**src/design/lls_pkg.sv**
```systemverilog
// Package for the LIFO list with search: command, status and state codes.
// Used by every module of the block; depends on nothing.
`timescale 1ns / 1ps

package lls_pkg;

	// Commands carried by an input transaction.
	typedef enum logic [1:0] {
		CMD_PUSH   = 2'd0,
		CMD_POP    = 2'd1,
		CMD_LIST   = 2'd2,
		CMD_SEARCH = 2'd3
	} cmd_t;

	// Status codes carried by a result transaction.
	typedef enum logic [1:0] {
		ST_OK    = 2'd0,
		ST_EMPTY = 2'd1,
		ST_FULL  = 2'd2,
		ST_MISS  = 2'd3
	} status_t;

	// Sequencer states.
	typedef enum logic [1:0] {
		S_IDLE,
		S_READ,
		S_EMIT
	} lls_state_t;

	localparam int unsigned DATA_W = 32;

endpackage

```
**src/design/lls_mem.sv**
```systemverilog
// Entry store for the LIFO list: one write port and one registered read port.
// Depends on lls_pkg for the data width.
`timescale 1ns / 1ps

module lls_mem
	import lls_pkg::*;
#(
	parameter int unsigned DEPTH = 16,
	parameter int unsigned AW    = 4
) (
	input  logic              clk,
	input  logic              wr_en,
	input  logic [AW-1:0]     wr_addr,
	input  logic [DATA_W-1:0] wr_data,
	input  logic              rd_en,
	input  logic [AW-1:0]     rd_addr,
	output logic [DATA_W-1:0] rd_data
);

	logic [DATA_W-1:0] mem_q [DEPTH];
	logic [DATA_W-1:0] rd_data_q;

	// Write port.
	always_ff @(posedge clk) begin
		if (wr_en) begin
			mem_q[wr_addr] <= wr_data;
		end
	end

	// Registered read port.
	always_ff @(posedge clk) begin
		if (rd_en) begin
			rd_data_q <= mem_q[rd_addr];
		end
	end

	assign rd_data = rd_data_q;

endmodule

```
**src/design/lls_ctrl.sv**
```systemverilog
// Sequencer for the LIFO list: entry count, read pointer, shared comparator
// and the result register. Depends on lls_pkg; drives the ports of lls_mem.
`timescale 1ns / 1ps

module lls_ctrl
	import lls_pkg::*;
#(
	parameter int unsigned DEPTH = 16,
	parameter int unsigned AW    = 4,
	parameter int unsigned CW    = 5
) (
	input  logic              clk,
	input  logic              arst_n,
	input  logic              in_valid,
	output logic              in_ready,
	input  logic [1:0]        command,
	input  logic [DATA_W-1:0] operand_value,
	output logic              out_valid,
	input  logic              out_ready,
	output logic [1:0]        status,
	output logic [DATA_W-1:0] entry_value,
	output logic              last_of_run,
	output logic              wr_en,
	output logic [AW-1:0]     wr_addr,
	output logic [DATA_W-1:0] wr_data,
	output logic              rd_en,
	output logic [AW-1:0]     rd_addr,
	input  logic [DATA_W-1:0] rd_data
);

	lls_state_t        state_q, state_d;
	cmd_t              cmd_q;
	cmd_t              cmd_in;
	logic [DATA_W-1:0] operand_q;
	logic [CW-1:0]     count_q;
	logic [AW-1:0]     ptr_q;
	status_t           status_q;
	logic [DATA_W-1:0] value_q;
	logic              last_q;

	logic              accept;
	logic              is_empty;
	logic              is_full;
	logic              hit;
	logic              ptr_zero;
	logic [CW-1:0]     count_dec;
	logic [AW-1:0]     ptr_dec;
	logic              list_more;

	assign cmd_in    = cmd_t'(command);
	assign accept    = in_valid && (state_q == S_IDLE);
	assign is_empty  = (count_q == '0);
	assign is_full   = (count_q == CW'(DEPTH));
	assign count_dec = count_q - CW'(1);
	assign ptr_dec   = ptr_q - AW'(1);
	assign ptr_zero  = (ptr_q == '0);
	// The shared comparator: one stored entry against the operand per cycle.
	assign hit       = (rd_data == operand_q);
	assign list_more = (cmd_q == CMD_LIST) && !last_q;

	// Next-state logic.
	always_comb begin
		state_d = state_q;
		case (state_q)
			S_IDLE: begin
				if (in_valid) begin
					if (cmd_in == CMD_PUSH || is_empty) begin
						state_d = S_EMIT;
					end else begin
						state_d = S_READ;
					end
				end
			end
			S_READ: begin
				if (cmd_q != CMD_SEARCH || hit || ptr_zero) begin
					state_d = S_EMIT;
				end
			end
			S_EMIT: begin
				if (out_ready) begin
					state_d = list_more ? S_READ : S_IDLE;
				end
			end
			default: state_d = S_IDLE;
		endcase
	end

	// Handshake and memory port outputs.
	always_comb begin
		in_ready  = (state_q == S_IDLE);
		out_valid = (state_q == S_EMIT);
		wr_en     = accept && (cmd_in == CMD_PUSH) && !is_full;
		wr_addr   = count_q[AW-1:0];
		wr_data   = operand_value;
		rd_en     = 1'b0;
		rd_addr   = ptr_dec;
		case (state_q)
			S_IDLE: begin
				rd_en   = in_valid && (cmd_in != CMD_PUSH) && !is_empty;
				rd_addr = count_dec[AW-1:0];
			end
			S_READ: begin
				rd_en = (cmd_q == CMD_SEARCH) && !hit && !ptr_zero;
			end
			S_EMIT: begin
				rd_en = out_ready && list_more;
			end
			default: rd_en = 1'b0;
		endcase
	end

	// Control registers: state, entry count and read pointer.
	always_ff @(posedge clk or negedge arst_n) begin
		if (!arst_n) begin
			state_q <= S_IDLE;
			count_q <= '0;
			ptr_q   <= '0;
		end else begin
			state_q <= state_d;
			case (state_q)
				S_IDLE: begin
					if (in_valid) begin
						ptr_q <= count_dec[AW-1:0];
						if (cmd_in == CMD_PUSH && !is_full) begin
							count_q <= count_q + CW'(1);
						end
					end
				end
				S_READ: begin
					if (cmd_q == CMD_POP) begin
						count_q <= count_dec;
					end else if (cmd_q == CMD_SEARCH && !hit && !ptr_zero) begin
						ptr_q <= ptr_dec;
					end
				end
				S_EMIT: begin
					if (out_ready && list_more) begin
						ptr_q <= ptr_dec;
					end
				end
				default: ptr_q <= ptr_q;
			endcase
		end
	end

	// Command latch and result register.
	always_ff @(posedge clk) begin
		case (state_q)
			S_IDLE: begin
				if (in_valid) begin
					cmd_q     <= cmd_in;
					operand_q <= operand_value;
					value_q   <= '0;
					last_q    <= 1'b1;
					if (cmd_in == CMD_PUSH) begin
						status_q <= is_full ? ST_FULL : ST_OK;
					end else begin
						status_q <= ST_EMPTY;
					end
				end
			end
			S_READ: begin
				case (cmd_q)
					CMD_SEARCH: begin
						if (hit) begin
							status_q <= ST_OK;
							value_q  <= operand_q;
						end else begin
							status_q <= ST_MISS;
							value_q  <= '0;
						end
						last_q <= 1'b1;
					end
					CMD_LIST: begin
						status_q <= ST_OK;
						value_q  <= rd_data;
						last_q   <= ptr_zero;
					end
					default: begin
						status_q <= ST_OK;
						value_q  <= rd_data;
						last_q   <= 1'b1;
					end
				endcase
			end
			default: value_q <= value_q;
		endcase
	end

	assign status      = status_q;
	assign entry_value = value_q;
	assign last_of_run = last_q;

endmodule

```
**src/design/lifo_list_with_search_top.sv**
```systemverilog
// Top level of the LIFO list with search: sequencer plus entry store.
// Depends on lls_pkg, lls_ctrl and lls_mem.
`timescale 1ns / 1ps

// A bounded last-in first-out store of DEPTH signed 32-bit values with push,
// pop, list and search commands. One command is taken at a time: in_ready is
// high only while the block is idle, and it rises again in the cycle after the
// final result transaction of the previous command (last_of_run high) is
// taken. The entry store has one read port with a registered output, and a
// single 32-bit comparator checks one entry per cycle, so these set the rate.
// A push, and any command on an empty store, goes straight from acceptance
// to its result. A pop reads the top entry first. A search reads entries
// newest first and stops at a hit or after the oldest entry (a miss). A list
// gives one result per entry, newest first, with a store read before each.
// No clearing pass is made after reset; only entries below the count are read.
module lifo_list_with_search_top
	import lls_pkg::*;
#(
	parameter int unsigned DEPTH = 16
) (
	input  logic               clk,
	input  logic               arst_n,
	input  logic               in_valid,
	output logic               in_ready,
	input  logic [1:0]         command,
	input  logic signed [31:0] operand_value,
	output logic               out_valid,
	input  logic               out_ready,
	output logic [1:0]         status,
	output logic signed [31:0] entry_value,
	output logic               last_of_run
);

	localparam int unsigned AW = (DEPTH > 1) ? $clog2(DEPTH) : 1;
	localparam int unsigned CW = $clog2(DEPTH + 1);

	logic              wr_en;
	logic [AW-1:0]     wr_addr;
	logic [DATA_W-1:0] wr_data;
	logic              rd_en;
	logic [AW-1:0]     rd_addr;
	logic [DATA_W-1:0] rd_data;
	logic [DATA_W-1:0] entry_bits;

	// Sequencer with the shared comparator.
	lls_ctrl #(
		.DEPTH (DEPTH),
		.AW    (AW),
		.CW    (CW)
	) u_ctrl (
		.clk           (clk),
		.arst_n        (arst_n),
		.in_valid      (in_valid),
		.in_ready      (in_ready),
		.command       (command),
		.operand_value (DATA_W'(unsigned'(operand_value))),
		.out_valid     (out_valid),
		.out_ready     (out_ready),
		.status        (status),
		.entry_value   (entry_bits),
		.last_of_run   (last_of_run),
		.wr_en         (wr_en),
		.wr_addr       (wr_addr),
		.wr_data       (wr_data),
		.rd_en         (rd_en),
		.rd_addr       (rd_addr),
		.rd_data       (rd_data)
	);

	// Entry store.
	lls_mem #(
		.DEPTH (DEPTH),
		.AW    (AW)
	) u_mem (
		.clk     (clk),
		.wr_en   (wr_en),
		.wr_addr (wr_addr),
		.wr_data (wr_data),
		.rd_en   (rd_en),
		.rd_addr (rd_addr),
		.rd_data (rd_data)
	);

	assign entry_value = signed'(entry_bits);

endmodule

```
**config.mk**
```make
export PLATFORM = sky130hd
export DESIGN_NAME = lifo_list_with_search_top
export DESIGN_NICKNAME = d
export VERILOG_FILES = /design/src/design/lls_pkg.sv /design/src/design/lls_mem.sv /design/src/design/lls_ctrl.sv /design/src/design/lifo_list_with_search_top.sv
export SDC_FILE = /design/constraint.sdc
export NUM_CORES = 1
export LEC_CHECK = 0
export BUFFER_PORTS_ARGS = -buffer_cell sky130_fd_sc_hd__buf_2
export CAP_MARGIN = 10
export CORE_MARGIN = 2
export CORE_UTILIZATION = 53
export CTS_CLUSTER_DIAMETER = 200
export CTS_CLUSTER_SIZE = 25
export DETAILED_ROUTE_END_ITERATION = 7
export HOLD_SLACK_MARGIN = 0.08
export PLACE_DENSITY = 0.77
export REMOVE_ABC_BUFFERS = 1
export SETUP_SLACK_MARGIN = 0.5
export SLEW_MARGIN = 20
export SYNTH_ARGS = -nofsm -noshare
export SYNTH_HDL_FRONTEND = slang
export SYNTH_HIERARCHICAL = 1
export SYNTH_SLANG_ARGS = --single-unit
```
**constraint.sdc**
```tcl
create_clock -name clk -period 5.45 [get_ports clk]
set_clock_uncertainty 0.2 [all_clocks]
set_input_delay 0.8175 -clock clk [delete_from_list [all_inputs] [get_ports clk]]
set_output_delay 0.8175 -clock clk [all_outputs]
set_load 0.02 [all_outputs]
```
==> summary.txt <==
Synthesis
  – Register area share after synthesis: about 77%
  – Number of synthesized flops with an enable pin: between 600 and 700
  – Post-synthesis register bit count: about 620
  – Main combinational cell family by area after synthesis: multiplexers
  – Mean area per synthesized cell: around 20 µm²
  – Post-Synth Adder-Cell Area: 0.4116%
  – Largest area contributor in the netlist: edfxtp_1
  – Mapped Area: ~24000 µm²
  – Async set-reset flop share out of synthesis: 1.763%
  – Most frequent cell after synthesis: edfxtp_1
  – Synth warn: 6
  – Area contributors post-synth: edfxtp_1, mux4_2, a22oi_1, nand2_1, xnor2_1
  – Mux contribution to synthesized area: 12.08%
  – Netlist cell types: 49
  – Simple-Gate Fraction of Synth Area: approximately 3.2%
  – Yosys top cell area share: about three quarters
  – Mapped Cells: 1221
  – Synth Area in Compound Gates: 3.612%
  – Main flop type after synthesis: edfxtp_1
  – Synth cell count leaders: edfxtp_1, mux4_2, nand2_1, a22oi_1, buf_4
  – Post-synthesis xor/xnor area fraction: 1.477%

Place
  – Port bufs: 74
  – Dpl ws: approximately 1.1 ns
  – Placed cell areas: 25360 µm²
  – DP HPWL: ~32 mm
  – Gpl congestion: between 0.8 and 0.9

GRT
  – Vias in the first global route: 11777
  – Largest net degree at the start of global routing: roughly 130
  – Total grt overflow: 0
  – Initial antenna violation count: 1
  – Global-route wire length before repair: ~79 mm
  – GRT Util Overall: a little under a quarter

Setup path
  – Max FO, Critical Path: 32
  – Crit end category: flip-flop
  – Arr. time, crit path: 4.60 ns
  – Worst Path Required: approximately 5.5 ns
  – Critical path type: flip-flop to flip-flop
  – CP startpoint kind: flip-flop

Power and ir drop
  – Pwr Density: between 500 and 600 nW/µm²
  – Worst VDD drop: 854.9 µV
  – Tot Pwr: roughly 15 mW
  – Leakage power: slightly above 8 nW

STA
  – Fmax: 0.2176 GHz
  – Final setup viols: 0
  – Setup WS post-layout: 0.8549 ns
  – Period utilization: approximately 84%
  – Crit path time final: around 4.6 ns
  – Actual slew at the worst max-slew pin: between 1 and 1.5 ns
  – RSZ-0062 raised after global routing: no
  – Final Max Tran Viols: 0
  – Final hold violation count: 0
  – WHS: 0.2565 ns
  – Relative slew slack: between 20% and 30%
  – TNS Setup: 0 ns

CTS
  – CTS H-tree depth: 1
  – Clock-pin slew on the worst setup and hold paths: about 0.10 ns
  – Clock Sink Count: 624
  – Cts bufs inserted: 28
  – Clk buf depth: 3
  – CTS tree: built
  – # Post-CTS Setup Buffers: 0
  – Root buffer cell: clkbuf_16
  – Clk_lat worst skew: slightly below 0.6 ns

Routing
  – WL/cell: about 29 µm
  – Drt drc: 0
  – First-pass iteration count of the detailed router: 5
  – Via/cell ratio: around 6.4
  – Drt first-iter violations: between 1500 and 2000
  – DRT antenna net count: 0
  – Final WL: 53.91 mm
  – Vias: between 10000 and 15000

Job
  – Max cap viols: 0

Cells and area
  – Share of cells above drive strength 1: a little under a quarter
  – Area growth syn-to-layout: 7.790%
  – Fin area: 26210 µm²
  – # diodes: 0
  – Nets: ~1300

Die
  – Die W: approximately 220 µm
  – Num rows: 78
  – Io pins: 75
  – Core ar.: about 45000 µm²
  – Starting Density: between 50% and 60%
  – Die height: around 220 µm
  – Die footprint: roughly 48000 µm²

Min path
  – HP Class: primary input to flip-flop

Status
  – Status: complete, no violations
## path summary, 6_finish.rpt
check                                  start                  to  slack [ns]  cells past startpoint
max                        u_ctrl/state_q[0]  u_mem/mem_q[5][17]        0.85                      6
min                               command[0]     u_ctrl/cmd_q[0]        0.26                      1
max reg2reg                u_ctrl/state_q[0]  u_mem/mem_q[5][17]        0.85                      6
min reg2reg                u_ctrl/count_q[4]   u_ctrl/count_q[4]        0.31                      1
max in group asynchronous             arst_n   u_ctrl/count_q[4]        4.40                      2
min in group asynchronous             arst_n   u_ctrl/state_q[1]        0.42                      2
## layout by cell type, fill, tap and decap left out, drive strengths merged, types with 2 or more instances in the layout
cell,synthesis,routed
a21oi,36,36
a221oi,2,2
a22oi,64,64
a32o,2,2
a32oi,2,2
and2,4,4
and3,2,2
buf,62,101
clkbuf,30,52
clkinv,1,2
dfrtp,11,11
edfxtp,613,613
ha,8,8
inv,13,12
mux2,3,3
mux2i,2,2
mux4,128,128
nand2,114,114
nand2b,2,2
nand3,6,6
nand3b,4,4
nand4,8,8
nor2,22,22
nor2b,4,4
nor3,9,9
nor4,3,3
o21ai,7,7
o22ai,3,3
or3b,2,2
xnor2,39,39
xor2,2,2
## metal layers
layer  part of all wire, %  vias to the layer above  GRT usage (%)
met5                     0                        -              0
met2                    47                      643          35.57
li1                      -                     4961              -
met1                    40                     6339          34.91
met3                   9.8                       71          3.285
met4                   2.5                        0          5.828
## critical path, stage by stage, from the launching register on
cell      delay (ns)
dfrtp_1         0.43
inv_1           0.13
ha_1            0.49
nand2_1         0.26
nor4_1          1.00
nand3b_1        0.63
nor2_4          1.03
## power breakdown
group / total (mW) / internal, mW / switching [mW]
combinational: 6.47 / 2.69 / 3.78
clock: 2.38 / 1.01 / 1.37
sequential: 6.18 / 5.92 / 0.253
total: 15.0 / 9.63 / 5.40
## layout make-up
cell class | count | area (µm²)
flip-flops and latches | 624 | 18680
inverters | 14 | 52.55
well taps | 600 | 750.7
repair buffers | 102 | 665.6
fillers | 3231 | 19170
multi-input cells | 491 | 5249
clock buffers | 52 | 812.0
## stage by stage
stage                     util (%)  instances
final                        57.76       1883
after global routing         57.76       1883
after CTS                    57.70       1882
after detailed placement     55.89       1829
after global placement       55.89       1829
after floorplan                  -       1129
## state kept, by name, summed over array words and instances (netlist names)
name                cells
u_ctrl/operand_q       32
u_mem/rd_data          32
u_ctrl/state_q          2
u_ctrl/cmd_q            2
u_ctrl/status           2
u_mem/mem_q           512
u_ctrl/ptr_q            4
u_ctrl/last_of_run      1
u_ctrl/count_q          5
u_ctrl/entry_value     32
## logic make-up (layout without fill, tap and decap cells)
kind of cell	Yosys count	count (layout)
buffers and inverters	106	168
adders and majority gates	8	8
AOI/OAI and AO/OA	128	128
xor gates and xnor gates	41	41
DFF	624	624
muxes	133	133
and+or+nand+nor	181	181
## timing repair
item                      in CTS  in global routing
resized for setup              0                  0
hold buffers                   1                  0
hold endpoints to repair      11                  0
No activity file was read; power rests on OpenSTA's default activity.
